===== config.mk =====
export PLATFORM = sky130hd
export DESIGN_NAME = hpes_mul
export DESIGN_NICKNAME = d
export VERILOG_FILES = /design/src/rtl/hpes_pkg.sv /design/src/rtl/hpes_mul.sv
export SDC_FILE = /design/constraint.sdc
export NUM_CORES = 2
export LEC_CHECK = 0
export BUFFER_PORTS_ARGS = -buffer_cell sky130_fd_sc_hd__buf_2
export CORE_AREA = 3 3 329 299
export CTS_CLUSTER_DIAMETER = 150
export CTS_CLUSTER_SIZE = 40
export DETAILED_ROUTE_END_ITERATION = 8
export DIE_AREA = 0 0 332 302
export PLACE_DENSITY_LB_ADDON = 0.12
export SLEW_MARGIN = 0
export SYNTH_ARGS = -nofsm -noshare
export SYNTH_HDL_FRONTEND = slang
export SYNTH_SLANG_ARGS = --single-unit

===== constraint.sdc =====
create_clock -name clk -period 12.7 [get_ports clk]
set_input_delay 0.635 -clock clk [delete_from_list [all_inputs] [get_ports clk]]
set_output_delay 0.635 -clock clk [all_outputs]
set_load 0.05 [all_outputs]

===== src/rtl/hpes_pkg.sv =====
package hpes_pkg;

  typedef struct packed {
    logic        start;
    logic [63:0] a;
    logic [63:0] b;
  } mul_req_t;

  typedef struct packed {
    logic         done;
    logic [127:0] prod;
  } mul_rsp_t;

  localparam logic [2:0] K_ADD  = 3'd0;
  localparam logic [2:0] K_SUB  = 3'd1;
  localparam logic [2:0] K_MUL  = 3'd2;
  localparam logic [2:0] K_SQRT = 3'd3;
  localparam logic [2:0] K_EXP  = 3'd4;

  localparam int NSRC = 19;
  localparam logic [4:0] SRC_Z1    = 5'd0;
  localparam logic [4:0] SRC_Z2    = 5'd1;
  localparam logic [4:0] SRC_R     = 5'd2;
  localparam logic [4:0] SRC_KAPPA = 5'd3;
  localparam logic [4:0] SRC_THETA = 5'd4;
  localparam logic [4:0] SRC_SIGMA = 5'd5;
  localparam logic [4:0] SRC_RHO   = 5'd6;
  localparam logic [4:0] SRC_DT    = 5'd7;
  localparam logic [4:0] SRC_ONE   = 5'd8;
  localparam logic [4:0] SRC_VP    = 5'd9;
  localparam logic [4:0] SRC_VPH   = 5'd10;
  localparam logic [4:0] SRC_PRICE = 5'd11;
  localparam logic [4:0] SRC_PV    = 5'd12;
  localparam logic [4:0] SRC_T0    = 5'd13;
  localparam logic [4:0] SRC_T1    = 5'd14;
  localparam logic [4:0] SRC_T2    = 5'd15;
  localparam logic [4:0] SRC_T3    = 5'd16;
  localparam logic [4:0] SRC_T4    = 5'd17;
  localparam logic [4:0] SRC_T5    = 5'd18;

  localparam logic [2:0] D_T0    = 3'd0;
  localparam logic [2:0] D_T1    = 3'd1;
  localparam logic [2:0] D_T2    = 3'd2;
  localparam logic [2:0] D_T3    = 3'd3;
  localparam logic [2:0] D_T4    = 3'd4;
  localparam logic [2:0] D_T5    = 3'd5;
  localparam logic [2:0] D_PRICE = 3'd6;
  localparam logic [2:0] D_PV    = 3'd7;

  localparam logic [2:0] REG_S0    = 3'd0;
  localparam logic [2:0] REG_V0    = 3'd1;
  localparam logic [2:0] REG_R     = 3'd2;
  localparam logic [2:0] REG_KAPPA = 3'd3;
  localparam logic [2:0] REG_THETA = 3'd4;
  localparam logic [2:0] REG_SIGMA = 3'd5;
  localparam logic [2:0] REG_RHO   = 3'd6;
  localparam logic [2:0] REG_DT    = 3'd7;

  localparam logic [4:0]  LAST_PC  = 5'd22;
  localparam logic [4:0]  TAYLOR_N = 5'd24;
  localparam logic [63:0] LN2_Q64  = 64'hB17217F7D1CF79AB;
  localparam logic [63:0] ONE_Q62  = 64'h4000000000000000;

  typedef struct packed {
    logic [2:0] kind;
    logic [4:0] a;
    logic [4:0] b;
    logic [2:0] dst;
  } uop_t;

  function automatic uop_t prog(input logic [4:0] pc);
    uop_t u;
    case (pc)
      5'd0:  u = '{K_SQRT, SRC_DT,    SRC_DT,  D_T0};
      5'd1:  u = '{K_MUL,  SRC_RHO,   SRC_RHO, D_T1};
      5'd2:  u = '{K_SUB,  SRC_ONE,   SRC_T1,  D_T1};
      5'd3:  u = '{K_SQRT, SRC_T1,    SRC_T1,  D_T1};
      5'd4:  u = '{K_MUL,  SRC_T1,    SRC_Z2,  D_T1};
      5'd5:  u = '{K_MUL,  SRC_RHO,   SRC_Z1,  D_T2};
      5'd6:  u = '{K_ADD,  SRC_T2,    SRC_T1,  D_T2};
      5'd7:  u = '{K_SQRT, SRC_VP,    SRC_VP,  D_T3};
      5'd8:  u = '{K_SUB,  SRC_R,     SRC_VPH, D_T4};
      5'd9:  u = '{K_MUL,  SRC_T4,    SRC_DT,  D_T4};
      5'd10: u = '{K_MUL,  SRC_T3,    SRC_T0,  D_T5};
      5'd11: u = '{K_MUL,  SRC_T5,    SRC_Z1,  D_T5};
      5'd12: u = '{K_ADD,  SRC_T4,    SRC_T5,  D_T4};
      5'd13: u = '{K_EXP,  SRC_T4,    SRC_T4,  D_T4};
      5'd14: u = '{K_MUL,  SRC_PRICE, SRC_T4,  D_PRICE};
      5'd15: u = '{K_SUB,  SRC_THETA, SRC_VP,  D_T4};
      5'd16: u = '{K_MUL,  SRC_KAPPA, SRC_T4,  D_T4};
      5'd17: u = '{K_MUL,  SRC_T4,    SRC_DT,  D_T4};
      5'd18: u = '{K_MUL,  SRC_SIGMA, SRC_T3,  D_T5};
      5'd19: u = '{K_MUL,  SRC_T5,    SRC_T0,  D_T5};
      5'd20: u = '{K_MUL,  SRC_T5,    SRC_T2,  D_T5};
      5'd21: u = '{K_ADD,  SRC_PV,    SRC_T4,  D_T4};
      5'd22: u = '{K_ADD,  SRC_T4,    SRC_T5,  D_PV};
      default: u = '{K_ADD, SRC_T4,   SRC_T5,  D_T4};
    endcase
    return u;
  endfunction

endpackage


===== src/rtl/hpes_mul.sv =====
module hpes_mul (
  input  logic               clk,
  input  logic               rst_n,
  input  hpes_pkg::mul_req_t req,
  output hpes_pkg::mul_rsp_t rsp
);
  import hpes_pkg::*;

  localparam logic [2:0] NPP = 3'd4;

  logic [63:0]  a_r, a_nxt, b_r, b_nxt;
  logic [63:0]  pp_r, pp_nxt;
  logic [1:0]   sh_r, sh_nxt;
  logic [2:0]   cnt_r, cnt_nxt;
  logic         ppv_r, ppv_nxt, busy_r, busy_nxt, done_r, done_nxt;
  logic [127:0] acc_r, acc_nxt;
  logic [31:0]  ah, bh;

  assign ah = cnt_r[1] ? a_r[63:32] : a_r[31:0];
  assign bh = cnt_r[0] ? b_r[63:32] : b_r[31:0];

  always_comb begin
    a_nxt    = a_r;
    b_nxt    = b_r;
    pp_nxt   = pp_r;
    sh_nxt   = sh_r;
    cnt_nxt  = cnt_r;
    ppv_nxt  = ppv_r;
    busy_nxt = busy_r;
    acc_nxt  = acc_r;
    done_nxt = 1'b0;
    if (req.start) begin
      a_nxt    = req.a;
      b_nxt    = req.b;
      cnt_nxt  = '0;
      ppv_nxt  = 1'b0;
      acc_nxt  = '0;
      busy_nxt = 1'b1;
    end else if (busy_r) begin
      if (cnt_r != NPP) begin
        pp_nxt  = ah * bh;
        sh_nxt  = {1'b0, cnt_r[1]} + {1'b0, cnt_r[0]};
        ppv_nxt = 1'b1;
        cnt_nxt = cnt_r + 3'd1;
      end else begin
        ppv_nxt = 1'b0;
      end
      if (ppv_r) begin
        acc_nxt = acc_r + (128'(pp_r) << {sh_r, 5'd0});
      end
      if (ppv_r && cnt_r == NPP) begin
        done_nxt = 1'b1;
        busy_nxt = 1'b0;
      end
    end
  end

  always_ff @(posedge clk) begin
    if (!rst_n) begin
      busy_r <= 1'b0;
      done_r <= 1'b0;
      ppv_r  <= 1'b0;
      cnt_r  <= '0;
    end else begin
      busy_r <= busy_nxt;
      done_r <= done_nxt;
      ppv_r  <= ppv_nxt;
      cnt_r  <= cnt_nxt;
    end
    a_r   <= a_nxt;
    b_r   <= b_nxt;
    pp_r  <= pp_nxt;
    sh_r  <= sh_nxt;
    acc_r <= acc_nxt;
  end

  assign rsp.done = done_r;
  assign rsp.prod = acc_r;

endmodule


==> results_dict.tcl <==
set metrics [dict create \
    outcome "finished, final reports clean" \
    route.vias.total 43640 \
    path_depth 30 \
    synthesis.area_um2 52280 \
    crit_path_end_kind "flop" \
    grt_first_pass_wirelength_um 285600 \
    ant_nets 0 \
    antenna_found_initial 7 \
    holdPathStages 1 \
    crit_arrival_ns 10.88 \
    post-cts-setup-buffers 0 \
    viasPerCell 6.006 \
    path_clk_slew_ns 0.15 \
    nFillCells 8690 \
    syn2layout_area_growth_pct 5.933 \
    hold_path_class "primary input to flop" \
    postCtsResizedCells 0 \
    path_common_cell "fa_1" \
    ys_seq_area_frac 0.1627 \
    crit_type "flop to flop" \
    required_ns 13.12 \
    dr.pass1.iters 8 \
    r2r-end "pp_r[62]$_DFFE_PP_" \
    hold_viol 0 \
    synth_ff_type "edfxtp_1" \
    place_congestion 1.025 \
    critical-path-top-delay-family "adder cells" \
    synth_area_leaders "fa_1 34%, edfxtp_1 11%, ha_1 9.4%" \
    cts_tree "built" \
    drt-wirelength-per-cell_um 26.47 \
    core_um2 94790 \
    mostFrequentLayoutCells "932 x inv_1, 897 x fa_1, 822 x nand2_1" \
    finalMaxSlewViolations 0 \
    grt_pass1_vias 44250 \
    ys_ff_latch 328 \
    critPathMaxStageDelay_ns 0.88 \
    start_util 0.5516 \
    drt_drc_violations_left 0 \
    synth_async_sr_flop_share 0 \
    grt_util_all_layers 0.3856 \
    wl_um 192400 \
    dr.first_iter.drc_count 4572 \
    multi_input_area_um2 39390 \
    fin_crit_ns 10.45 \
    fp-row-count 107 \
    yosys.area.top_type_share 0.3435 \
    cp_max_fo 40 \
    synthCells 5928 \
    seq_area_um2 8516 \
    dp_hpwl_um 159000 \
    cts_made_buffers 13 \
    insertion_delay_ns 0.58 \
    max_freq_ghz 0.09565 \
    setup-tns-final_ns 0 \
    syn_nets 7348 \
    clock-sinks 328 \
    worst-path-buf-inv 7 \
    io_pins 260 \
    layout-drive-gt1-share 0.08274 \
    period_share 0.8232 \
    h-tree-depth 1 \
    worstReg2RegStart "cnt_r[1]$_SDFFE_PP0P_" \
    synth_warnings 0 \
    startpoint_type "flop" \
    rsz0062_at_grt "no" \
    cts_buffer_depth 3 \
    relSlewSlack 0.1508 \
    whs_endpoint "a_r[62]$_DFFE_PP_" \
    layout_commonest_cell "inv_1" \
    die_width_um 332 \
    dieArea_um2 100300 \
    finalClockSkew_ns 0.04208 \
    setup_viol 0 \
    r2r_slack_ns 2.25 \
    reg2regPathDepth 30 \
    grt_max_degree 68 \
    layout.nets 7421 \
    hold_start "req[126]" \
    yosys.area.top_type "fa_1" \
    cap_viol_max_count 0 \
    crit_slowest_cell "dfxtp_4" \
    grt.overflow.total 0 \
    synth_edf_count 194 \
    cts-root-buf "clkbuf_16" \
    ctsHoldBuffers 0 \
    die_height_um 302 \
    tightest_slew_ns 1.249 \
    io_buffers 259 \
    syn_area_per_cell_um2 8.820 \
    ys_types 72 \
]
## cell usage after synthesis (all sizes together) (17+ instances only)
master and number:
inv 932, a22o 33, a21oi 338, nor2b 50
fa 897, xnor2 112, dfxtp 134, edfxtp 194
mux2i 97, o21a 25, nor2 765, ha 392
a211oi 21, and2 42, nand2 823, mux2 64
nand2b 21, buf 25, o21bai 49, xor2 66
nand3 34, clkbuf 266, a31oi 19, nor3 27
and3 17, o21ai 188, a21o 83, nand4 72
## final cells by class
cell class | instances | area share
multi-input cells | 4377 | 0.7112
flip-flops and latches | 328 | 0.1538
inverters | 932 | 0.06317
repair buffers | 349 | 0.03576
well taps | 1253 | 0.02831
clock buffers | 17 | 0.006145
clock inverters | 4 | 0.001423
diodes | 6 | 0.0002711
## worst max-delay path by stage
stage               slack [ns]                  to                  start
global placement          2.55  pp_r[62]$_DFFE_PP_  cnt_r[1]$_SDFFE_PP0P_
floorplan                 3.62  pp_r[63]$_DFFE_PP_  cnt_r[1]$_SDFFE_PP0P_
finish                    2.25  pp_r[62]$_DFFE_PP_  cnt_r[1]$_SDFFE_PP0P_
detailed placement        2.34  pp_r[62]$_DFFE_PP_  cnt_r[1]$_SDFFE_PP0P_
CTS                       2.30  pp_r[62]$_DFFE_PP_  cnt_r[1]$_SDFFE_PP0P_
global route              1.76  pp_r[62]$_DFFE_PP_  cnt_r[0]$_SDFFE_PP0P_
## routing by layer
metal / vias up / track usage / part of all wire
met4: 14 / 0.1523 / 0.049
met2: 2604 / 0.5679 / 0.42
met3: 479 / 0.1302 / 0.13
li1: 18920 / - / -
met1: 21620 / 0.5275 / 0.40
met5: - / 0 / 0.00066
## metrics by stage
step	setup slack, ns	area, um2	hold slack (ns)	utilization	instances
after floorplan	3.620	52280	0.4715	-	5928
after global placement	2.551	54950	0.4576	0.5797	7239
after detailed placement	2.335	54950	0.4674	0.5797	7239
after CTS	2.299	55370	0.1768	0.5842	7260
after global routing	1.760	55370	0.1806	0.5842	7260
final	2.245	55380	0.2080	0.5843	7266
## cell families (layout without fill, tap and decap cells)
family | Yosys count | count (layout) | share of synthesized area
simple gates | 1897 | 1897 | 0.1501
fa+ha+maj | 1289 | 1289 | 0.4373
buf+inv | 1223 | 1302 | 0.08802
compound gates | 852 | 852 | 0.09967
flops | 328 | 328 | 0.1627
xor+xnor | 178 | 178 | 0.02982
mux | 161 | 161 | 0.03236
other cells | 0 | 6 | 0
## flip-flops by register name, summed over array words and instances (netlist names)
| register | flops |
|---|---|
| a_r | 64 |
| acc_r | 128 |
| b_r | 64 |
| busy_r | 1 |
| cnt_r | 3 |
| done_r | 1 |
| pp_r | 64 |
| ppv_r | 1 |
| sh_r | 2 |
## worst reg2reg max path: cells and delay by family, from the launching register on
family / cells / cell delay, ns
xor+xnor: 1 / 0.19
fa+ha+maj: 9 / 4.08
simple gates: 1 / 0.15
compound gates: 11 / 3.25
mux: 1 / 0.89
flops: 1 / 0.88
buf+inv: 7 / 0.86
Power is left out: the tool's default activity adds up to more than one toggle a clock period on the data nets, which glitch-free logic cannot reach.
